File: src/hdl/tns_pkg.sv
// Shared types and constants of the timed note sequencer.
// No dependencies; imported by every other file of the block.
`default_nettype none

package tns_pkg;

    localparam int NOTE_W          = 7;
    localparam int TIME_W          = 32;
    localparam int REQ_W           = 2;
    localparam int MAX_HITS_DEF    = 64;
    localparam int MAX_TRACKS_DEF  = 16;
    localparam int OUT_LIMIT       = 64;
    localparam int IN_TDATA_W      = ((NOTE_W + TIME_W + 7) / 8) * 8;
    localparam int OUT_TDATA_W     = ((NOTE_W + 7) / 8) * 8;
    localparam int OUT_TUSER_W     = 2;

    localparam logic [TIME_W-1:0] TIME_MAX = '1;

    // Request codes carried in the input tuser.
    typedef enum logic [REQ_W-1:0] {
        REQ_ADD   = 2'd0,
        REQ_QUEUE = 2'd1,
        REQ_TICK  = 2'd2
    } t_req;

    // Sequencer states, one-hot.
    typedef enum logic [8:0] {
        ST_IDLE  = 9'b000000001,
        ST_RESP  = 9'b000000010,
        ST_Q_RD  = 9'b000000100,
        ST_Q_SUM = 9'b000001000,
        ST_Q_WR  = 9'b000010000,
        ST_S_HIT = 9'b000100000,
        ST_S_TRK = 9'b001000000,
        ST_S_CHK = 9'b010000000,
        ST_FLUSH = 9'b100000000
    } t_state;

endpackage

`default_nettype wire

File: src/hdl/timed_note_sequencer.sv
// Top level of the timed note sequencer: hit and track stores, sequencer, output register.
// Depends on tns_pkg and on the shared adder tns_sat_add.
`default_nettype none

// Channel   Dir  Handshake                     Payload
// s_axis    in   s_axis_tvalid / s_axis_tready  tdata: note, time_ms; tuser: req_type
// m_axis    out  m_axis_tvalid / m_axis_tready  tdata: note_out; tuser: note_valid, status;
//                                               tlast: last
//
// An add-hit item and a refused item pass through ST_RESP; a queue item through ST_Q_WR
// and ST_RESP with no track queued yet, else ST_Q_RD, ST_Q_SUM, ST_Q_WR, ST_RESP. A tick
// walks the hit store one entry at a time: ST_S_HIT and ST_S_TRK for a hit of the open
// track, ST_S_CHK too for a queued track's hit, plus the accepting state, the end check
// and the flush; the single hit-store read port and the one saturating adder set this pace.
// Reset clears the counters and empties the output register at once; the stores are
// not cleared, since only written entries are ever read. A stalled output holds the
// sequencer where it would need to load another item, and s_axis_tready stays low
// until an item's last result is in the output register.

module timed_note_sequencer
    import tns_pkg::*;
#(
    parameter int MAX_HITS   = MAX_HITS_DEF,
    parameter int MAX_TRACKS = MAX_TRACKS_DEF
) (
    input  wire logic                   i_clk,
    input  wire logic                   i_rst_n,
    input  wire logic                   s_axis_tvalid,
    output logic                        s_axis_tready,
    // Bits from the lowest up: note (7), time_ms (32), zero padding (1).
    input  wire logic [IN_TDATA_W-1:0]  s_axis_tdata,
    // Bits from the lowest up: req_type (2).
    input  wire logic [REQ_W-1:0]       s_axis_tuser,
    output logic                        m_axis_tvalid,
    input  wire logic                   m_axis_tready,
    // Bits from the lowest up: note_out (7), zero padding (1).
    output logic [OUT_TDATA_W-1:0]      m_axis_tdata,
    // Bits from the lowest up: note_valid (1), status (1).
    output logic [OUT_TUSER_W-1:0]      m_axis_tuser,
    output logic                        m_axis_tlast
);

    localparam int HCNT_W = $clog2(MAX_HITS + 1);
    localparam int HIDX_W = (MAX_HITS > 1) ? $clog2(MAX_HITS) : 1;
    localparam int TCNT_W = $clog2(MAX_TRACKS + 1);
    localparam int TID_W  = (MAX_TRACKS > 1) ? $clog2(MAX_TRACKS) : 1;
    localparam int ECNT_W = $clog2(OUT_LIMIT + 1);

    // Input fields.
    logic [NOTE_W-1:0] in_note;
    logic [TIME_W-1:0] in_time;

    assign in_note = s_axis_tdata[NOTE_W-1:0];
    assign in_time = s_axis_tdata[NOTE_W +: TIME_W];

    // Stores. Each hit remembers the track that was open when it was added.
    logic [NOTE_W-1:0] r_hit_notes  [MAX_HITS];
    logic [TIME_W-1:0] r_hit_times  [MAX_HITS];
    logic [TID_W-1:0]  r_hit_tids   [MAX_HITS];
    logic [TIME_W-1:0] r_trk_starts [MAX_TRACKS];
    logic [TIME_W-1:0] r_trk_durs   [MAX_TRACKS];

    // Registered read data of the stores.
    logic [NOTE_W-1:0] r_hrd_note;
    logic [TIME_W-1:0] r_hrd_time;
    logic [TID_W-1:0]  r_hrd_tid;
    logic [TIME_W-1:0] r_trd_start;
    logic [TIME_W-1:0] r_trd_dur;

    // Control state.
    t_state            r_state, n_state;
    logic [HCNT_W-1:0] r_hit_count, n_hit_count;
    logic [TCNT_W-1:0] r_trk_count, n_trk_count;
    logic [TIME_W-1:0] r_open_dur, n_open_dur;
    logic [TIME_W-1:0] r_last_tick, n_last_tick;
    logic              r_pend_valid, n_pend_valid;
    logic              r_out_valid, n_out_valid;

    // Working registers of the sequencer.
    logic [TIME_W-1:0] r_now, n_now;
    logic [HCNT_W-1:0] r_idx, n_idx;
    logic [ECNT_W-1:0] r_emit_cnt, n_emit_cnt;
    logic [NOTE_W-1:0] r_pend_note, n_pend_note;
    logic [TIME_W-1:0] r_acc, n_acc;
    logic              r_status, n_status;
    logic [NOTE_W-1:0] r_out_note, n_out_note;
    logic              r_out_nv, n_out_nv;
    logic              r_out_last, n_out_last;
    logic              r_out_status, n_out_status;

    // Store strobes and addresses.
    logic              hit_wr;
    logic              hrd_en;
    logic              trk_wr;
    logic              trd_en;
    logic [TCNT_W-1:0] trk_last;
    logic [TID_W-1:0]  trk_raddr;
    logic [TIME_W-1:0] trk_wstart;

    // Shared adder.
    logic [TIME_W-1:0] add_a;
    logic [TIME_W-1:0] add_b;
    logic [TIME_W-1:0] add_sum;

    logic              out_free;
    logic              due;

    tns_sat_add u_add (
        .i_a   (add_a),
        .i_b   (add_b),
        .o_sum (add_sum)
    );

    // The adder forms a hit's absolute time during the scan, the end of the
    // previous track while queuing, and one past the last tick otherwise.
    always_comb begin
        if (r_state == ST_S_CHK) begin
            add_a = r_trd_start;
            add_b = r_hrd_time;
        end else if (r_state == ST_Q_SUM) begin
            add_a = r_trd_start;
            add_b = r_trd_dur;
        end else begin
            add_a = r_last_tick;
            add_b = TIME_W'(1);
        end
    end

    assign trk_last   = r_trk_count - TCNT_W'(1);
    assign trk_raddr  = (r_state == ST_Q_RD) ? trk_last[TID_W-1:0] : r_hrd_tid;
    assign trk_wstart = (r_acc > r_last_tick) ? r_acc : add_sum;
    assign due        = (add_sum >= r_last_tick) && (add_sum < r_now);
    assign out_free   = !r_out_valid || m_axis_tready;

    assign s_axis_tready = (r_state == ST_IDLE);
    assign m_axis_tvalid = r_out_valid;
    assign m_axis_tdata  = OUT_TDATA_W'(r_out_note);
    assign m_axis_tuser  = {r_out_status, r_out_nv};
    assign m_axis_tlast  = r_out_last;

    always_comb begin
        n_state      = r_state;
        n_hit_count  = r_hit_count;
        n_trk_count  = r_trk_count;
        n_open_dur   = r_open_dur;
        n_last_tick  = r_last_tick;
        n_pend_valid = r_pend_valid;
        n_now        = r_now;
        n_idx        = r_idx;
        n_emit_cnt   = r_emit_cnt;
        n_pend_note  = r_pend_note;
        n_acc        = r_acc;
        n_status     = r_status;
        n_out_valid  = r_out_valid && !m_axis_tready;
        n_out_note   = r_out_note;
        n_out_nv     = r_out_nv;
        n_out_last   = r_out_last;
        n_out_status = r_out_status;
        hit_wr       = 1'b0;
        hrd_en       = 1'b0;
        trk_wr       = 1'b0;
        trd_en       = 1'b0;

        unique case (r_state)
            ST_IDLE: begin
                if (s_axis_tvalid) begin
                    unique case (s_axis_tuser)
                        REQ_ADD: begin
                            n_state = ST_RESP;
                            if (r_hit_count >= HCNT_W'(MAX_HITS) ||
                                r_trk_count >= TCNT_W'(MAX_TRACKS)) begin
                                n_status = 1'b1;
                            end else begin
                                n_status    = 1'b0;
                                hit_wr      = 1'b1;
                                n_hit_count = r_hit_count + HCNT_W'(1);
                                if (in_time > r_open_dur) begin
                                    n_open_dur = in_time;
                                end
                            end
                        end
                        REQ_QUEUE: begin
                            n_status = 1'b0;
                            if (r_trk_count >= TCNT_W'(MAX_TRACKS)) begin
                                n_status = 1'b1;
                                n_state  = ST_RESP;
                            end else if (r_trk_count == '0) begin
                                // No previous track: its end counts as zero.
                                n_acc   = '0;
                                n_state = ST_Q_WR;
                            end else begin
                                n_state = ST_Q_RD;
                            end
                        end
                        REQ_TICK: begin
                            n_now        = in_time;
                            n_idx        = '0;
                            n_emit_cnt   = '0;
                            n_pend_valid = 1'b0;
                            n_state      = ST_S_HIT;
                        end
                        default: begin
                            n_status = 1'b0;
                            n_state  = ST_RESP;
                        end
                    endcase
                end
            end
            ST_RESP: begin
                if (out_free) begin
                    n_out_valid  = 1'b1;
                    n_out_note   = '0;
                    n_out_nv     = 1'b0;
                    n_out_last   = 1'b1;
                    n_out_status = r_status;
                    n_state      = ST_IDLE;
                end
            end
            ST_Q_RD: begin
                trd_en  = 1'b1;
                n_state = ST_Q_SUM;
            end
            ST_Q_SUM: begin
                n_acc   = add_sum;
                n_state = ST_Q_WR;
            end
            ST_Q_WR: begin
                trk_wr      = 1'b1;
                n_trk_count = r_trk_count + TCNT_W'(1);
                n_open_dur  = '0;
                n_state     = ST_RESP;
            end
            ST_S_HIT: begin
                if (r_idx >= r_hit_count) begin
                    n_state = ST_FLUSH;
                end else begin
                    hrd_en  = 1'b1;
                    n_state = ST_S_TRK;
                end
            end
            ST_S_TRK: begin
                // Hits of the open track are not yet scheduled.
                if (TCNT_W'(r_hrd_tid) >= r_trk_count) begin
                    n_idx   = r_idx + HCNT_W'(1);
                    n_state = ST_S_HIT;
                end else begin
                    trd_en  = 1'b1;
                    n_state = ST_S_CHK;
                end
            end
            ST_S_CHK: begin
                if (!due) begin
                    n_idx   = r_idx + HCNT_W'(1);
                    n_state = ST_S_HIT;
                end else if (!r_pend_valid || out_free) begin
                    // The held note goes out only once another one follows it,
                    // so that the final note of the tick can carry last.
                    if (r_pend_valid) begin
                        n_out_valid  = 1'b1;
                        n_out_note   = r_pend_note;
                        n_out_nv     = 1'b1;
                        n_out_last   = 1'b0;
                        n_out_status = 1'b0;
                    end
                    n_pend_note  = r_hrd_note;
                    n_pend_valid = 1'b1;
                    n_emit_cnt   = r_emit_cnt + ECNT_W'(1);
                    n_idx        = r_idx + HCNT_W'(1);
                    n_state      = (n_emit_cnt == ECNT_W'(OUT_LIMIT)) ? ST_FLUSH : ST_S_HIT;
                end
            end
            ST_FLUSH: begin
                if (out_free) begin
                    n_out_valid  = 1'b1;
                    n_out_note   = r_pend_valid ? r_pend_note : '0;
                    n_out_nv     = r_pend_valid;
                    n_out_last   = 1'b1;
                    n_out_status = 1'b0;
                    n_pend_valid = 1'b0;
                    n_last_tick  = r_now;
                    n_state      = ST_IDLE;
                end
            end
            default: begin
                n_state = ST_IDLE;
            end
        endcase
    end

    always_ff @(posedge i_clk) begin
        if (!i_rst_n) begin
            r_state      <= ST_IDLE;
            r_hit_count  <= '0;
            r_trk_count  <= '0;
            r_open_dur   <= '0;
            r_last_tick  <= '0;
            r_pend_valid <= 1'b0;
            r_out_valid  <= 1'b0;
        end else begin
            r_state      <= n_state;
            r_hit_count  <= n_hit_count;
            r_trk_count  <= n_trk_count;
            r_open_dur   <= n_open_dur;
            r_last_tick  <= n_last_tick;
            r_pend_valid <= n_pend_valid;
            r_out_valid  <= n_out_valid;
        end
    end

    always_ff @(posedge i_clk) begin
        r_now        <= n_now;
        r_idx        <= n_idx;
        r_emit_cnt   <= n_emit_cnt;
        r_pend_note  <= n_pend_note;
        r_acc        <= n_acc;
        r_status     <= n_status;
        r_out_note   <= n_out_note;
        r_out_nv     <= n_out_nv;
        r_out_last   <= n_out_last;
        r_out_status <= n_out_status;
    end

    // Hit store: one write port, one registered read port.
    always_ff @(posedge i_clk) begin
        if (hit_wr) begin
            r_hit_notes[r_hit_count[HIDX_W-1:0]] <= in_note;
            r_hit_times[r_hit_count[HIDX_W-1:0]] <= in_time;
            r_hit_tids[r_hit_count[HIDX_W-1:0]]  <= r_trk_count[TID_W-1:0];
        end
        if (hrd_en) begin
            r_hrd_note <= r_hit_notes[r_idx[HIDX_W-1:0]];
            r_hrd_time <= r_hit_times[r_idx[HIDX_W-1:0]];
            r_hrd_tid  <= r_hit_tids[r_idx[HIDX_W-1:0]];
        end
    end

    // Track store: one write port, one registered read port.
    always_ff @(posedge i_clk) begin
        if (trk_wr) begin
            r_trk_starts[r_trk_count[TID_W-1:0]] <= trk_wstart;
            r_trk_durs[r_trk_count[TID_W-1:0]]   <= r_open_dur;
        end
        if (trd_en) begin
            r_trd_start <= r_trk_starts[trk_raddr];
            r_trd_dur   <= r_trk_durs[trk_raddr];
        end
    end

endmodule

`default_nettype wire

File: src/hdl/tns_sat_add.sv
// Shared saturating time adder of the timed note sequencer.
// Depends on tns_pkg for the time width and the saturation value.
`default_nettype none

module tns_sat_add
    import tns_pkg::*;
(
    input  wire logic [TIME_W-1:0] i_a,
    input  wire logic [TIME_W-1:0] i_b,
    output logic      [TIME_W-1:0] o_sum
);

    logic [TIME_W:0] full_sum;

    // A carry out of the top bit means the time ran past its range.
    assign full_sum = {1'b0, i_a} + {1'b0, i_b};
    assign o_sum    = full_sum[TIME_W] ? TIME_MAX : full_sum[TIME_W-1:0];

endmodule

`default_nettype wire

File: config.mk
export PLATFORM = sky130hd
export DESIGN_NAME = timed_note_sequencer
export DESIGN_NICKNAME = d
export VERILOG_FILES = /design/src/hdl/tns_pkg.sv /design/src/hdl/timed_note_sequencer.sv /design/src/hdl/tns_sat_add.sv
export SDC_FILE = /design/constraint.sdc
export NUM_CORES = 2
export LEC_CHECK = 0
export ABC_AREA = 0
export ABC_CLOCK_PERIOD_IN_PS = 11400
export BUFFER_PORTS_ARGS = -buffer_cell sky130_fd_sc_hd__buf_4
export CAP_MARGIN = 15
export CORE_MARGIN = 5
export CORE_UTILIZATION = 30
export CTS_BUF_LIST = sky130_fd_sc_hd__clkbuf_8
export DETAILED_ROUTE_END_ITERATION = 10
export HOLD_SLACK_MARGIN = 0.1
export PLACE_DENSITY = 0.41
export SETUP_SLACK_MARGIN = 0.3
export SLEW_MARGIN = 20
export SYNTH_ARGS = -nofsm -noshare
export SYNTH_HDL_FRONTEND = slang
export SYNTH_SLANG_ARGS = --single-unit
File: constraint.sdc
create_clock -name i_clk -period 11.4 [get_ports i_clk]
set_input_delay 2.28 -clock i_clk [delete_from_list [all_inputs] [get_ports i_clk]]
set_output_delay 2.28 -clock i_clk [all_outputs]
set_load 0.02 [all_outputs]
==> impl_table.tex <==
\begin{tabular}{lr}
\hline
Metric & Value \\
\hline
\multicolumn{2}{l}{\textbf{CTS}} \\
\quad Clock input transition at the sequential cells of the worst setup and hold paths & roughly 0.06 ns \\
\quad Clk\_lat worst skew & between 1 and 1.5 ns \\
\quad Cts bufs inserted & 710 \\
\quad Clock tree buffer depth & 4 \\
\quad Post-CTS Hold Buffers & 0 \\
\quad Post-CTS setup buffer count & 0 \\
\quad Resized cells post-CTS & 0 \\
\quad CTS Sinks & roughly 4000 \\
\quad H-Tree Depth & 6 \\
\quad Clock root buffer master & clkbuf\_8 \\
\quad TritonCTS clock tree & done \\
\multicolumn{2}{l}{\textbf{Global routing}} \\
\quad Global-route congestion overflow total & 0 \\
\quad First-pass GRT wire length & 685100 um \\
\quad Global Route Usage Sum & roughly 18\% \\
\quad Vias in the first global route & a little over 80000 \\
\quad Largest net degree at the start of global routing & 120 \\
\quad Number of antenna violations at the first check in global routing & 54 \\
\multicolumn{2}{l}{\textbf{Timing}} \\
\quad Time the worst path needs with I/O delays and setup & a little over 9 ns \\
\quad Total of endpoints with negative setup slack in the final report & 0 \\
\quad Worst Tran Pin Value & $\sim$1.2 ns \\
\quad Setup TNS after final layout & 0 ns \\
\quad Max frequency & $\sim$110 MHz \\
\quad Setup WS post-layout & around 2.2 ns \\
\quad Max Transition Viols Final & 0 \\
\quad Worst rel slew slack & 21.50\% \\
\quad Final Hold Viols & 0 \\
\quad Post-Route Hold Slack & 0.4188 ns \\
\quad Unrepaired setup endpoints after global routing & no \\
\quad Period utilisation layout & roughly four fifths \\
\quad Setup clock skew after layout & $\sim$0.094 ns \\
\multicolumn{2}{l}{\textbf{Drt}} \\
\quad Number of optimization iterations in the first detailed-route pass & 6 \\
\quad Antenna violation net count after detailed routing & 0 \\
\quad Vias per std cell & 5.060 \\
\quad Total wire length after detailed routing & 499600 um \\
\quad \# DRC & 0 \\
\quad Total via count in the routed design & just under 80000 \\
\quad Initial detailed-routing violation count & approximately 7000 \\
\quad Mean routed wirelength per cell & about 32 um \\
\multicolumn{2}{l}{\textbf{Placed design}} \\
\quad Count of buffers inserted at the top-level ports & 56 \\
\quad Placer's final routability congestion estimate & approximately 0.82 \\
\quad Cell count after placement & $\sim$14000 \\
\quad Placement-stage worst setup slack & 2.251 ns \\
\quad Placed wire-length estimate after detailed placement & 271700 um \\
\multicolumn{2}{l}{\textbf{Setup path}} \\
\quad Logic depth of the worst register-to-register path & 23 \\
\quad Max Fanout on Critical Path & 34 \\
\quad Data required time at the worst endpoint & 12.20 ns \\
\quad Class of the most critical setup path & reg2reg \\
\quad Kind of end point of the critical path & flop \\
\quad Arrival time worst endpoint & 9.97 ns \\
\quad Launching element type of the critical path & flop \\
\multicolumn{2}{l}{\textbf{Die}} \\
\quad Die span in y & between 700 and 800 um \\
\quad I/O pin cnt & between 50 and 60 \\
\quad Initial Util & 30.12\% \\
\quad X dimension of the die & around 740 um \\
\quad Number of rows in the core area & about 270 \\
\quad Die Area & between 0.5 and 0.6 mm2 \\
\quad Core Region & between 0.5 and 0.6 mm2 \\
\multicolumn{2}{l}{\textbf{Logic synthesis}} \\
\quad Synthesized flop and latch total & 4066 \\
\quad Number of warnings printed during yosys synthesis & 0 \\
\quad Most area-consuming cells after synthesis & edfxtp\_1 (75\%), mux4\_2 (16\%), ha\_1 (1.4\%) \\
\quad Post-synth EDFFs & 3979 \\
\quad Largest area contributor in the netlist & edfxtp\_1 \\
\quad Library cells used by synthesis & 75 \\
\quad Leading register cell type out of synthesis & edfxtp\_1 \\
\quad Synthesized instance count & 7204 \\
\quad Synthesized area divided by synthesized cell count & 22.14 um2 \\
\quad Synth async-reset ratio & 0\% \\
\quad Mapped Nets & roughly 7400 \\
\quad Cell area after technology mapping & 0.1595 mm2 \\
\quad Fraction of post-synthesis cell area in the top cell type by area & around 75\% \\
\quad Fraction of the yosys area taken by sequential cells & between 70\% and 80\% \\
\multicolumn{2}{l}{\textbf{Min path}} \\
\quad Class of the most critical hold timing path & reg2reg \\
\quad Depth of the worst hold-timing path & 0 \\
\multicolumn{2}{l}{\textbf{Final layout}} \\
\quad Ratio of cells with drive above 1 in the final layout & 29.11\% \\
\quad Post-layout instance count excluding filler cells & approximately 15000 \\
\quad Synthesis-to-finish area growth & 14.65\% \\
\quad Net count, final & around 8000 \\
\quad Number of fill cells in the layout & 49330 \\
\multicolumn{2}{l}{\textbf{Status}} \\
\quad Result of the run & completed \\
\multicolumn{2}{l}{\textbf{Pwr}} \\
\quad Maximum ir drop on the vdd rail & $\sim$0.11 mV \\
\quad Power density cells & 163.1 mW/mm2 \\
\quad Static Leak & around 58 nW \\
\multicolumn{2}{l}{\textbf{Job}} \\
\quad Max-capacitance violation count & 0 \\
\hline
\end{tabular}
-- logic make-up (layout without fill, tap and decap cells) --
| group | Yosys count | count (layout) | share of synthesized area [%] |
|---|---|---|---|
| XOR/XNOR | 44 | 44 | 0.2416 |
| other | 1 | 12 | 0.002351 |
| buffers and inverters | 480 | 1690 | 1.257 |
| flip-flops | 4066 | 4066 | 76.00 |
| AO/OA/AOI/OAI | 481 | 481 | 1.928 |
| multiplexers | 1285 | 1285 | 17.18 |
| adder cells (fa/ha/maj) | 183 | 183 | 1.440 |
| AND/OR/NAND/NOR | 664 | 664 | 1.949 |
-- layer usage --
layer	global-route usage [%]	up-vias	part of all wire (%)
met2	29.42	2173	48
li1	-	31810	-
met3	2.744	716	4.9
met5	0	-	0.010
met1	25.02	43310	45
met4	4.206	8	2.2
-- through the flow --
step | instance area [um2] | util [%] | total power [W]
3_5_place_dp | 170000 | 32.11 | 0.01781
3_3_place_gp | 170000 | 32.10 | 0.01779
5_1_grt | 182800 | 34.53 | 0.03102
6_report | 182900 | 34.54 | 0.02983
4_1_cts | 182800 | 34.53 | 0.03029
2_1_floorplan | 159500 | - | 0.01727
-- worst paths after layout --
path	from	end	slack, ns
min	r_hrd_note[3]$_DFFE_PP_	r_pend_note[3]$_DFFE_PP_	0.42
max	r_state[0]$_SDFFE_PN1P_	r_idx[3]$_SDFFCE_PP0P_	2.24
min reg2reg	r_hrd_note[3]$_DFFE_PP_	r_pend_note[3]$_DFFE_PP_	0.42
max reg2reg	r_state[0]$_SDFFE_PN1P_	r_idx[3]$_SDFFCE_PP0P_	2.24
-- layout by cell type (no fill, tap or decap), types with 83 or more instances in the layout --
cell type | netlist | routed
edfxtp_1 | 3979 | 3979
mux4_2 | 1159 | 1159
clkbuf_8 | 0 | 721
inv_1 | 125 | 361
buf_4 | 11 | 281
nand2_1 | 186 | 184
ha_1 | 182 | 182
a21oi_1 | 182 | 179
clkinv_1 | 0 | 173
nor2_1 | 222 | 145
mux2i_1 | 96 | 96
nor2b_1 | 89 | 88
dfxtp_1 | 87 | 83
-- cell type report --
cell class	instances	area (um2)	share of cell area [%]
multi-input cells	2658	36980	20.22
repair buffers	305	2589	1.416
well taps	6994	8751	4.785
inverters	125	470.5	0.2573
flip-flops and latches	4066	121200	66.29
clock buffers	721	9923	5.426
diodes	11	27.53	0.01505
clock inverters	539	2892	1.581
-- sequential cells by signal, summed over array words and instances (netlist names), 7 cells and up --
| signal | cells |
|---|---|
| r_hit_tids | 256 |
| r_out_note | 7 |
| r_trd_start | 32 |
| r_hrd_time | 32 |
| r_hit_notes | 448 |
| r_last_tick | 32 |
| r_trd_dur | 32 |
| r_hit_times | 2048 |
| r_trk_durs | 512 |
| r_acc | 32 |
| r_hit_count | 7 |
| r_trk_starts | 512 |
| r_pend_note | 7 |
| r_state | 9 |
| r_idx | 7 |
| r_hrd_note | 7 |
| r_open_dur | 32 |
| r_emit_cnt | 7 |
| r_now | 32 |
-- synth_stat cells, drive strengths merged (30+ instances only) --
cell type  count
nand3         39
buf          156
a22o          31
dfxtp         87
a21oi        183
and2          31
nor2b         89
mux2i         96
clkbuf       199
edfxtp      3979
ha           182
nor2         223
a211oi        77
mux4        1159
o21ai         79
mux2          30
inv          125
nand4         30
a21o          38
nand2        186
-- worst max-delay path: stages (launching register included) --
cell	delay [ns]
dfxtp_1	0.33
nor3_1	0.40
nand4b_1	0.46
nand2_2	0.67
mux2_2	0.41
ha_1	0.23
fa_1	0.49
a211oi_1	0.34
a2bb2oi_1	0.34
a21oi_1	0.24
o211ai_1	0.41
and2_1	0.30
o31a_1	0.59
o21ai_0	0.40
ha_1	0.43
nand3_1	0.09
nor3_1	0.45
o211ai_1	0.30
or4_1	0.45
a21oi_1	0.13
nor3_1	0.13
nand3_1	0.20
o21ai_0	0.14
a21oi_1	0.77
-- where the power goes --
| part | internal, W | total (W) | switching (W) |
|---|---|---|---|
| sequential | 0.0164 | 0.0165 | 0.0000408 |
| combinational | 0.000361 | 0.00102 | 0.000663 |
| clock | 0.00619 | 0.0124 | 0.00617 |
| total | 0.0230 | 0.0298 | 0.00687 |
(Power assumes the default switching activity.)
